**src/sv/chh_pkg.sv**
```systemverilog
// Package for the chained hash table: command and status codes, controller states.
// No dependencies.
package chh_pkg;

  typedef enum logic [1:0] {
    CMD_INSERT = 2'd0,
    CMD_SEARCH = 2'd1,
    CMD_REMOVE = 2'd2,
    CMD_CLEAR  = 2'd3
  } cmd_t;

  typedef enum logic [1:0] {
    ST_OK        = 2'd0,
    ST_NOT_FOUND = 2'd1,
    ST_NO_MEM    = 2'd2
  } status_t;

  typedef enum logic [3:0] {
    S_CLEAR,
    S_IDLE,
    S_MOD,
    S_HEAD,
    S_WALK,
    S_CHECK,
    S_ACT,
    S_ALLOC,
    S_LINK,
    S_REM2,
    S_FIN
  } state_t;

  localparam logic [2:0] ADDR_BUCKET_COUNT = 3'd0;

endpackage

```
**src/sv/chh_mod.sv**
```systemverilog
// Sequential modulo unit: non-negative remainder of a signed 32-bit key by a modulus.
// One quotient bit per cycle. Uses chh_pkg only for house consistency.
module chh_mod #(
  parameter int MW = 11,
  parameter int BW = 10
) (
  input  logic                 clk,
  input  logic                 rst,
  input  logic                 start,
  input  logic signed [31:0]   key,
  input  logic [MW-1:0]        modulus,
  output logic                 done,
  output logic [BW-1:0]        rem_out
);
  import chh_pkg::*;

  logic          busy;
  logic [4:0]    cnt;
  logic [31:0]   quo;
  logic [MW-1:0] rem;
  logic          neg;
  logic [MW-1:0] m;
  logic [MW:0]   shifted;
  logic [MW:0]   diff;
  logic [MW-1:0] rem_next;
  logic [MW-1:0] fixed;

  assign shifted  = {rem, quo[31]};
  assign diff     = shifted - {1'b0, m};
  assign rem_next = (shifted >= {1'b0, m}) ? diff[MW-1:0] : shifted[MW-1:0];
  assign fixed    = (neg && rem != '0) ? m - rem : rem;
  assign rem_out  = fixed[BW-1:0];

  always_ff @(posedge clk) begin
    if (rst) begin
      busy <= 1'b0;
      done <= 1'b0;
      cnt  <= '0;
    end else begin
      done <= 1'b0;
      if (start) begin
        busy <= 1'b1;
        cnt  <= '0;
        rem  <= '0;
        m    <= modulus;
        neg  <= key[31];
        quo  <= key[31] ? 32'(-key) : 32'(key);
      end else if (busy) begin
        rem <= rem_next;
        quo <= {quo[30:0], 1'b0};
        cnt <= cnt + 5'd1;
        if (cnt == 5'd31) begin
          busy <= 1'b0;
          done <= 1'b1;
        end
      end
    end
  end

endmodule

```
**config.mk**
```make
export PLATFORM = sky130hd
export DESIGN_NAME = chh_mod
export DESIGN_NICKNAME = d
export VERILOG_FILES = /design/src/sv/chh_pkg.sv /design/src/sv/chh_mod.sv
export SDC_FILE = /design/constraint.sdc
export NUM_CORES = 1
export LEC_CHECK = 0
export ABC_AREA = 1
export BUFFER_PORTS_ARGS = -buffer_cell sky130_fd_sc_hd__buf_2
export CAP_MARGIN = 30
export CORE_ASPECT_RATIO = 1.1
export CORE_UTILIZATION = 40
export DETAILED_ROUTE_END_ITERATION = 8
export PLACE_DENSITY = 0.72
export SYNTH_ARGS = -nofsm -noshare
export SYNTH_HDL_FRONTEND = slang
export SYNTH_SLANG_ARGS = --single-unit
```
**constraint.sdc**
```tcl
create_clock -name clk -period 1.9 [get_ports clk]
set_input_delay 0.095 -clock clk [delete_from_list [all_inputs] [get_ports clk]]
set_output_delay 0.095 -clock clk [all_outputs]
set_load 0.02 [all_outputs]
```
==> Word-level counts from Yosys, hierarchy flattened <==
Cells that the tools add are included.
{ "word_totals": {"romBits": 0, "latch_bits": 0, "ramBits": 0, "out_inout_bits": 11, "register_bits": 62, "memories": 0} }
{ "classes": {"magnitude_cmp": 1, "n_eq_ne": 1, "reduce_logical": 7, "bitwise": 2, "n_shift": 0, "n_addsub": 4, "div_mod_pow": 0, "multipliers": 0, "muxes": 10} }
{ "op_table": {"columns": ["operator", "count"], "rows": [
  ["$mux W32", 3],
  ["$neg A32 Y32", 1],
  ["$mux W11", 2],
  ["$ge A12 B11 Y1", 1],
  ["$reduce_bool A11 Y1", 1],
  ["$sub A11 B11 Y11", 1],
  ["$mux W10", 1],
  ["$sub A10 B10 Y10", 1],
  ["$add A5 B1 Y5 const B", 1],
  ["$eq A5 B5 Y1 const B", 1],
  ["$mux W1", 4],
  ["$reduce_and A2 Y1", 2],
  ["$reduce_or A3 Y1", 1],
  ["$not A1 Y1", 2],
  ["$reduce_bool A2 Y1", 1],
  ["$reduce_or A2 Y1", 1],
  ["$logic_and A1 B1 Y1", 1]
]} }

==> Logic depth before layout (Yosys ltp) <==
Gate-level depths: netlist of the first run.
{ "depth": {"ltp_word": 4, "ltp_mapped": 12, "mapped_depth_nobuf": 12} }

==> Worst setup path after synthesis of the first run <==
OpenSTA, ideal clock, no wires.
{ "synth_timing": {"path_type": "flip-flop to output port", "start": "reg rem[0]", "end": "out rem_out[6]", "setup_slack_ns": -0.153, "path_buffers": 0, "stages_incl_launch_ff": 8, "arrival_ns": 1.958, "path_cell_list": "edfxtp_1 -> ha_1 -> fa_1 -> o21ai_0 -> nand3_1 -> nand3_1 -> nand2_1 -> o22ai_1"} }
{ "synth_between": {"elab_chain_cells": 3} }
{ "synth_lines": {"columns": ["element", "line", "source"], "rows": [
  ["from (decl)", "chh_mod.sv:20", "logic [MW-1:0] rem;"],
  ["from (signal assigned)", "chh_mod.sv:49", "rem <= rem_next;"],
  ["branches (longest 2 deep; another with $sub A10 B10 Y10)", null, null],
  ["$mux W10 *", "chh_mod.sv:31", "assign fixed = (neg && rem != '0) ? m - rem : rem;"],
  ["to (decl)", "chh_mod.sv:13", "output logic [BW-1:0] rem_out"]
]} }
Mark *: on every way between the ends.

==> Worst setup path in the final report of the first run <==
Ends and elaborated chain as after synthesis.

==> results of run 1 <==
-- path summary, 6_finish.rpt --
check / startpoint / slack (ps) / end
setup / recovery: rem[0] / -280 / rem_out[6]
hold / removal: key[0] / 30 / quo[0]
setup reg to reg: rem[0] / -170 / rem[8]
hold reg to reg: cnt[4] / 470 / cnt[4]
-- cell usage in the layout (no fill, tap or decap), types with 13 or more instances in the layout --
master | netlist | layout
nand2_1 | 178 | 168
nor2_1 | 81 | 77
inv_1 | 79 | 69
edfxtp_1 | 55 | 55
buf_4 | 0 | 46
buf_2 | 6 | 46
nand3_1 | 49 | 45
o21ai_0 | 32 | 23
o21ai_1 | 12 | 15
inv_2 | 6 | 13
nand2_2 | 5 | 13
-- registers in the layout, indices dropped and copies added (netlist names) --
signal,cells
neg,1
cnt,5
m,11
done,1
rem,11
quo,32
busy,1
-- routing by layer --
metal,track usage,vias to the layer above
met5,0,-
met2,0.394,163
li1,-,2318
met1,0.256,2087
met3,0.0476,34
met4,0.0864,0
-- worst max-delay path, cell delays in order, from the launching register on --
cell,delay [ps]
edfxtp_1,410
ha_2,210
fa_2,380
o21ai_2,120
buf_4,150
nand3_2,90
nand3_1,90
nand2_1,70
o22ai_2,100
buf_6,130
-- logic make-up (layout without fill, tap and decap cells) --
family	after synthesis	in the layout	synth area share
and+or+nand+nor	348	349	0.324
adders and majority gates	25	25	0.0708
AOI/OAI and AO/OA	80	80	0.0975
xor gates and xnor gates	20	20	0.0378
DFF	62	62	0.387
buffers and inverters	99	219	0.0834
-- what timing repair did --
| item | CTS | global route |
|---|---|---|
| pin swaps | 17 | 7 |
| hold endpoints to repair | 11 | 0 |
| buffers inserted | 14 | 2 |
| setup endpoints to repair | 21 | 21 |
| gates resized for setup | 75 | 27 |
| cloned | 4 | 0 |
| hold buffers | 11 | 0 |
-- power by group through the flow --
stage	Clock [mW]	Combinational (mW)	Sequential, mW
4_1_cts	1.56	1.45	1.66
6_report	1.52	1.54	1.67
3_3_place_gp	0	1.17	1.69
3_5_place_dp	0	1.21	1.69
5_1_grt	1.61	1.70	1.68
2_1_floorplan	0	0.815	1.68
-- final cells by class --
class,count,area share
Timing Repair inverter,2,0.00202
Clock inverter,7,0.00806
Inverter,86,0.0546
Tap cell,147,0.0296
Clock buffer,9,0.0363
Sequential cell,62,0.289
Multi-Input combinational cell,474,0.447
Timing Repair Buffer,115,0.134
-- metrics by stage --
step           cell area (um^2)  worst slack, ps  TNS [ps]
3_3_place_gp               5310            -95.3      -694
4_1_cts                    6110             -259     -3320
3_5_place_dp               5310             -177     -1490
2_1_floorplan              4660            -26.5     -26.5
6_report                   6210             -282     -3690
5_1_grt                    6210             -367     -5770
==> results.cfg, run 1 <==
[clock_tree]
cts_root_buf = clkbuf_16
cts_tree = yes
htree_levels = 3
clk_path_buf_depth = 2
cts.reportedPaths.clkPinSlew_ps = 60
cts_made_buffers = 9
cts.sinks = 62
insertion_delay_ps = 340

[yosys]
synth.largest_area_cell = edfxtp_1
synth_seq_cells = 62
synth.distinct_cells = 39
syn_area_per_cell_um2 = 7.31
ys_seq_area_frac = 0.387
synth_area_leaders = edfxtp_1, nand2_1, nor2_1
synth_top_area_frac = 0.356
yosys_warnings = 0
synth_ff_type = edfxtp_1
synthTopCellsByCount = nand2_1, nor2_1, inv_1
syn_nets = 705
async_flop_share = 0
synth_edf_count = 55
syn_inst = 634
synth_most_common_cell = nand2_1
synth_area_um2 = 4630

[pwr]
internal_power_mw = 3.17
max-vdd-ir-drop_mv = 0.428
p_switching_mw = 1.56
powerDensity_nw_per_um2 = 762
combPwrFrac = 0.326
seqPwrFrac = 0.352
power_leakage_nw = 2.79
finalPower_mw = 4.73
netSwitchingFraction = 0.330
p_clk_frac = 0.322

[run_status]
status = finished, violations left
violations = setup timing

[placement]
portBuffers = 56
place.gp.congestion = 0.938
dp_hpwl_um = 8500
place_inst = 856

[worst_setup_path]
critPathArrivalTime_ps = 2090
reg2reg_depth = 12
crit_path_end_kind = primary output
cp.required_ps = 1800
startpoint_type = flop
critical_path_class = flop to primary output
crit_fanout = 3

[sta]
finalWorstSetupSlack_ps = -282
rsz0062_at_grt = yes
finalHoldViolCount = 0
final-setup-viol-count = 21
holdWs_ps = 26.8
max-slew-margin-rel = 0.617
worstMarginPinSlew_ps = 574
fmax_mhz = 458
period_minus_slack_ps = 2180
finalMaxSlewViolations = 0
skew_ps = 8.02
post-route-period-util = 1.15

[worst_hold_path]
min_path_cells = 3
hold_path.class = input port to flop

[floorplan]
core_um2 = 11100
dieArea_um2 = 12000
die_x_um = 105
pin_count = 57
start_util = 0.417
rows = 40
die_y_um = 115

[detailed_routing]
wl_per_cell_um = 13.5
drt_pre_antenna_iters = 5
totalWireLength_um = 12200
wl_met1_um = 5330
viasPerCell = 5.10
top_layer = met4
postRouteAntennaNets = 0
route.met2.wl_um = 5860
met3WireLength_um = 661
vias = 4602
route.detailed.drc = 0
first_iter_violations = 273

[job]
drv_cap = 0

[layout]
layoutNonFillerInstCount = 902
drive_above_1_share = 0.275
antennaDiodeCount = 0
layout-area-overhead-vs-synth_pct = 33.9
finalNetCount = 821
fillers = 1038
multi_input_area_um2 = 2770
postLayoutCoreUtil = 0.559
final-seq-area_um2 = 1790

[global_route]
grt_max_degree = 48
grt_pass1_wl_um = 20800
antenna_found_initial = 0
overflow = 0
grt_pass1_vias = 4466
grt_usage = 0.219
Note: power is estimated with default switching activity, not from simulation.
==> run 2: changes to the inputs <==
--- a/config.mk
+++ b/config.mk
@@ -8,10 +8,12 @@
 export ABC_AREA = 1
 export BUFFER_PORTS_ARGS = -buffer_cell sky130_fd_sc_hd__buf_2
 export CAP_MARGIN = 30
+export CELL_PAD_IN_SITES_DETAIL_PLACEMENT = 0
+export CELL_PAD_IN_SITES_GLOBAL_PLACEMENT = 1
 export CORE_ASPECT_RATIO = 1.1
-export CORE_UTILIZATION = 40
+export CORE_UTILIZATION = 39
 export DETAILED_ROUTE_END_ITERATION = 8
-export PLACE_DENSITY = 0.72
+export PLACE_DENSITY = 0.88
 export SYNTH_ARGS = -nofsm -noshare
 export SYNTH_HDL_FRONTEND = slang
 export SYNTH_SLANG_ARGS = --single-unit
==> run 2 against run 1 <==
Net effect: register-to-register slack gained 20 ps; non-clock buffer count rose by 12; sequential power about the same; clock power is essentially flat; setup slack better by 47 ps; global-route usage down 1.2 points; total power is 0.11% lower; first-iteration DRC count is 36% lower; the run still ends with setup timing left; combinational power about the same; count of clock-buffer cells in the layout is 6 higher; fmax grew 2.2%; critical endpoint is now rem_out[8]; largest power group unchanged.
==> results.cfg, run 2 (synthesis results as in run 1) <==
[run_status]
status = finished, violations left
violations = setup timing

[worst_setup_path]
rr_endpoint = rem[4]
reg2reg_depth = 11
critPathArrivalTime_ps = 2040
cp.required_ps = 1800
startpoint_type = flop
critical_path_class = flop to primary output
crit_path_end_kind = primary output
r2r_start = rem[1]
path_common_cell = nand2_1
crit_fanout = 3
rrSetupSlack_ps = -150
cp_slowest_cell = edfxtp_1
max_stage_delay_ps = 400
worst-path-buf-inv = 2
crit_chain = ha_2 -> fa_2 -> o21ai_2 -> buf_6 -> nand2_2 -> nand2_1 -> nand2_1 -> nand3_1 -> nand2_1 -> buf_6
crit_family = adder cells

[sta]
worstMarginPinSlew_ps = 570
post-route-period-util = 1.12
skew_ps = 4.05
finalMaxSlewViolations = 0
fmax_mhz = 468
holdWs_ps = 53.9
finalWorstSetupSlack_ps = -235
rsz0062_at_grt = yes
final-setup-viol-count = 21
finalHoldViolCount = 0
period_minus_slack_ps = 2140
setup-tns-final_ps = -2700
max-slew-margin-rel = 0.620

[pwr]
internal_power_mw = 3.27
p_switching_mw = 1.45
p_clk_frac = 0.318
seqPwrFrac = 0.353
power_leakage_nw = 2.81
netSwitchingFraction = 0.308
max-vdd-ir-drop_mv = 0.402
powerDensity_nw_per_um2 = 756
combPwrFrac = 0.329

[detailed_routing]
vias = 4539
route.detailed.drc = 0
first_iter_violations = 174
postRouteAntennaNets = 0
wl_per_cell_um = 13.2
totalWireLength_um = 12100
drt_pre_antenna_iters = 6
viasPerCell = 4.96

[clock_tree]
cts_root_buf = clkbuf_16
htree_levels = 3
cts_made_buffers = 9
cts.reportedPaths.clkPinSlew_ps = 50
insertion_delay_ps = 330
cts.sinks = 62
clk_path_buf_depth = 2
cts_tree = yes

[global_route]
grt_usage = 0.208
grt_pass1_vias = 4430
grt_max_degree = 47
antenna_found_initial = 0
grt_pass1_wl_um = 20100
overflow = 0

[floorplan]
dieArea_um2 = 12300
pin_count = 57
core_um2 = 11500
rows = 41
die_x_um = 106
start_util = 0.401
die_y_um = 116

[placement]
place_inst = 865
portBuffers = 56
dp_hpwl_um = 8650
place.gp.congestion = 0.863
place_ws_ps = -149

[layout]
largest-register = quo
layout_commonest_cell = nand2_1
final_cell_mix = nand2_1, nor2_1, inv_1
postLayoutCoreUtil = 0.541
finalNetCount = 831
layout-area-overhead-vs-synth_pct = 34.9
drive_above_1_share = 0.273
top_regs = quo: 32 flops, m: 11 flops, rem: 11 flops
largest_reg_flops = 32
antennaDiodeCount = 0
layoutNonFillerInstCount = 915

[worst_hold_path]
min_path_cells = 3
min_from = key[0]
hold_path.class = input port to flop
min_to = quo[0]

[job]
drv_cap = 0
[run 2: changes by cell type in the layout (fill, tap and decap cells not counted), sizes merged]
cell	previous run	this run
clkinvlp	4	2
nand3	52	51
clkinv	4	3
inv	87	83
clkbuf	9	15
buf	104	116
[run 2: how the worst max path moves through the flow]
stage	start	to	slack, ps	depth (start not counted)
2_1_floorplan	rem[0]	rem_out[6]	-30	7
4_1_cts	m[0]	rem_out[6]	-220	9
6_report	rem[0]	rem_out[8]	-240	10
5_1_grt	rem[0]	rem_out[6]	-320	8
3_3_place_gp	m[0]	rem[8]	-70	10
3_5_place_dp	m[0]	rem[9]	-150	10
[run 2: area by class of cell]
type	count	area [um^2]
repair buffers	127	925
fillers	1078	5290
repair inverters	1	5.00
inverters	86	348
flip-flops and latches	62	1790
well taps	150	188
clock buffers	15	268
clock inverters	1	5.00
multi-input cells	473	2720
[run 2: layer usage]
layer	vias to the layer above	global-route usage	wire (um)	share of wire
li1	2328	-	-	-
met1	2092	0.249	5390	0.44
met2	99	0.375	6090	0.50
met3	20	0.0301	387	0.032
met4	0	0.0852	254	0.021
met5	-	0	0	0
[run 2: through the flow]
step | power, mW | area, um^2
floorplan | 2.49 | 4660
CTS | 4.62 | 6100
finish | 4.72 | 6250
global route | 4.97 | 6250
detailed placement | 2.91 | 5360
global placement | 2.88 | 5360
[run 2: tightest hold or removal path, stage by stage]
cell	delay, ps
buf_2	90
nand2_1	50
inv_1	50
[run 2: power by group through the flow]
stage / clock network, mW / logic [mW] / registers (mW)
after detailed placement: 0 / 1.23 / 1.69
after global routing: 1.58 / 1.72 / 1.67
after global placement: 0 / 1.20 / 1.68
after floorplan: 0 / 0.815 / 1.68
after CTS: 1.53 / 1.43 / 1.66
final: 1.50 / 1.55 / 1.66
[run 2: timing repair]
action | 4_1_cts | 5_1_grt
pin swaps | 8 | 14
setup endpoints to repair | 21 | 21
gates cloned | 2 | 0
hold buffers | 11 | 0
resized for setup | 59 | 26
setup buffers | 12 | 9
hold endpoints to repair | 11 | 0
==> run 3: changes to the inputs <==
--- a/config.mk
+++ b/config.mk
@@ -12,6 +12,7 @@
 export CELL_PAD_IN_SITES_GLOBAL_PLACEMENT = 1
 export CORE_ASPECT_RATIO = 1.1
 export CORE_UTILIZATION = 39
+export CTS_BUF_LIST = sky130_fd_sc_hd__clkbuf_16
 export DETAILED_ROUTE_END_ITERATION = 8
 export PLACE_DENSITY = 0.88
 export SYNTH_ARGS = -nofsm -noshare
==> run 3 against run 2 <==
Net effect: the flow still finishes with violations (setup timing); wire length rose by 0.45%; sequential cell count unchanged; highest routed layer unchanged; sequential share of layout area about the same; critical path type unchanged.
==> results.cfg, run 3 (synthesis results as in run 1) <==
[global_route]
overflow = 0
grt_usage = 0.209
grt_pass1_vias = 4524
grt_pass1_wl_um = 20300
grt_max_degree = 47
antenna_found_initial = 0

[sta]
skew_ps = 4.58
period_minus_slack_ps = 2130
rsz0062_at_grt = yes
finalMaxSlewViolations = 0
final-setup-viol-count = 18
setup-tns-final_ps = -2100
holdWs_ps = 53.0
post-route-period-util = 1.12
finalHoldViolCount = 0
worstMarginPinSlew_ps = 560
max-slew-margin-rel = 0.627
fmax_mhz = 468
finalWorstSetupSlack_ps = -235

[run_status]
violations = setup timing
status = finished, violations left

[worst_setup_path]
max_stage_delay_ps = 420
worst-path-buf-inv = 2
crit_path_end_kind = primary output
cp_slowest_cell = edfxtp_1
cp.required_ps = 1800
critPathArrivalTime_ps = 2040
crit_chain = ha_4 -> fa_2 -> o21ai_1 -> buf_4 -> nand3_4 -> a21oi_2 -> o22ai_2 -> buf_6
startpoint_type = flop
crit_family = adder cells
crit_fanout = 3
critical_path_class = flop to primary output

[layout]
postLayoutCoreUtil = 0.542
fin_area_um2 = 6250
largest-register = quo
final_cell_mix = nand2_1, nor2_1, inv_1
antennaDiodeCount = 0
finalNetCount = 825
layout-area-overhead-vs-synth_pct = 34.9
drive_above_1_share = 0.279
layoutNonFillerInstCount = 909
largest_reg_flops = 32
layout_commonest_cell = nand2_1
top_regs = quo: 32 flops, m: 11 flops, rem: 11 flops

[placement]
dp_hpwl_um = 8650
dpl_cell_area_um2 = 5360
place_inst = 865
place.gp.congestion = 0.863
portBuffers = 56

[worst_hold_path]
hold_path.class = input port to flop

[pwr]
max-vdd-ir-drop_mv = 0.403
power_leakage_nw = 2.81
powerDensity_nw_per_um2 = 739

[detailed_routing]
viasPerCell = 4.98
postRouteAntennaNets = 0
vias = 4530
first_iter_violations = 181
route.detailed.drc = 0
wl_per_cell_um = 13.4
totalWireLength_um = 12200
drt_pre_antenna_iters = 4

[clock_tree]
cts_root_buf = clkbuf_16
insertion_delay_ps = 330
htree_levels = 3
cts_made_buffers = 9
cts_tree = yes
cts.sinks = 62
clk_path_buf_depth = 2
cts.reportedPaths.clkPinSlew_ps = 50

[floorplan]
core_um2 = 11500
die_x_um = 106
pin_count = 57
rows = 41
dieArea_um2 = 12300
start_util = 0.401
die_y_um = 116

[job]
drv_cap = 0
[run 3: cell types whose count changed in the layout (fill, tap and decap cells not counted), sizes merged]
cell	before	now
clkinv	3	5
nand3	51	52
buf	116	108
inv	83	88
clkbuf	15	9
[run 3: final timing paths]
kind	depth (start not counted)	slack, ps	start	end
max	8	-230	rem[0]	rem_out[6]
min	3	50	key[0]	quo[0]
max reg2reg	10	-70	rem[1]	rem[5]
min reg2reg	2	460	cnt[4]	cnt[4]
[run 3: where the power goes]
part / total (mW) / internal, mW / leakage (nW) / switching [mW]
clock network: 1.40 / 0.849 / 0.139 / 0.548
registers: 1.67 / 1.61 / 0.585 / 0.0527
logic: 1.56 / 0.686 / 2.09 / 0.870
[run 3: worst register-to-register path: cells and delay by family (launching register included)]
family                     cells  cell delay, ps
and+or+nand+nor                5             480
DFF                            1             480
AOI/OAI and AO/OA              2             330
buffers and inverters          2             220
adders and majority gates      1             220
[run 3: final cells by class]
class	count	area, um^2
timing repair buffer	119	842
tap	150	188
sequential	62	1790
clock buffer	9	225
fill	1082	5290
multi-input combinational	474	2820
timing repair inverter	2	11.3
clock inverter	7	27.5
inverter	86	343
[run 3: timing repair]
item | in CTS | in global routing
gates resized for setup | 62 | 36
gates cloned | 3 | 1
setup buffers | 10 | 3
hold buffers | 11 | 0
setup endpoints to repair | 21 | 21
pin swaps | 8 | 24
hold endpoints to repair | 11 | 0
[run 3: through the flow]
step	total power [mW]	setup slack (ps)
5_1_grt	4.87	-314
3_5_place_dp	2.91	-149
4_1_cts	4.51	-222
6_report	4.62	-235
2_1_floorplan	2.49	-26.5
3_3_place_gp	2.88	-72.0
[run 3: routing by layer]
metal | up-vias | global-route usage | routed length, um
li1 | 2322 | - | -
met1 | 2089 | 0.248 | 5410
met2 | 98 | 0.380 | 6100
met3 | 21 | 0.0324 | 418
met4 | 0 | 0.0861 | 246
met5 | - | 0 | 0
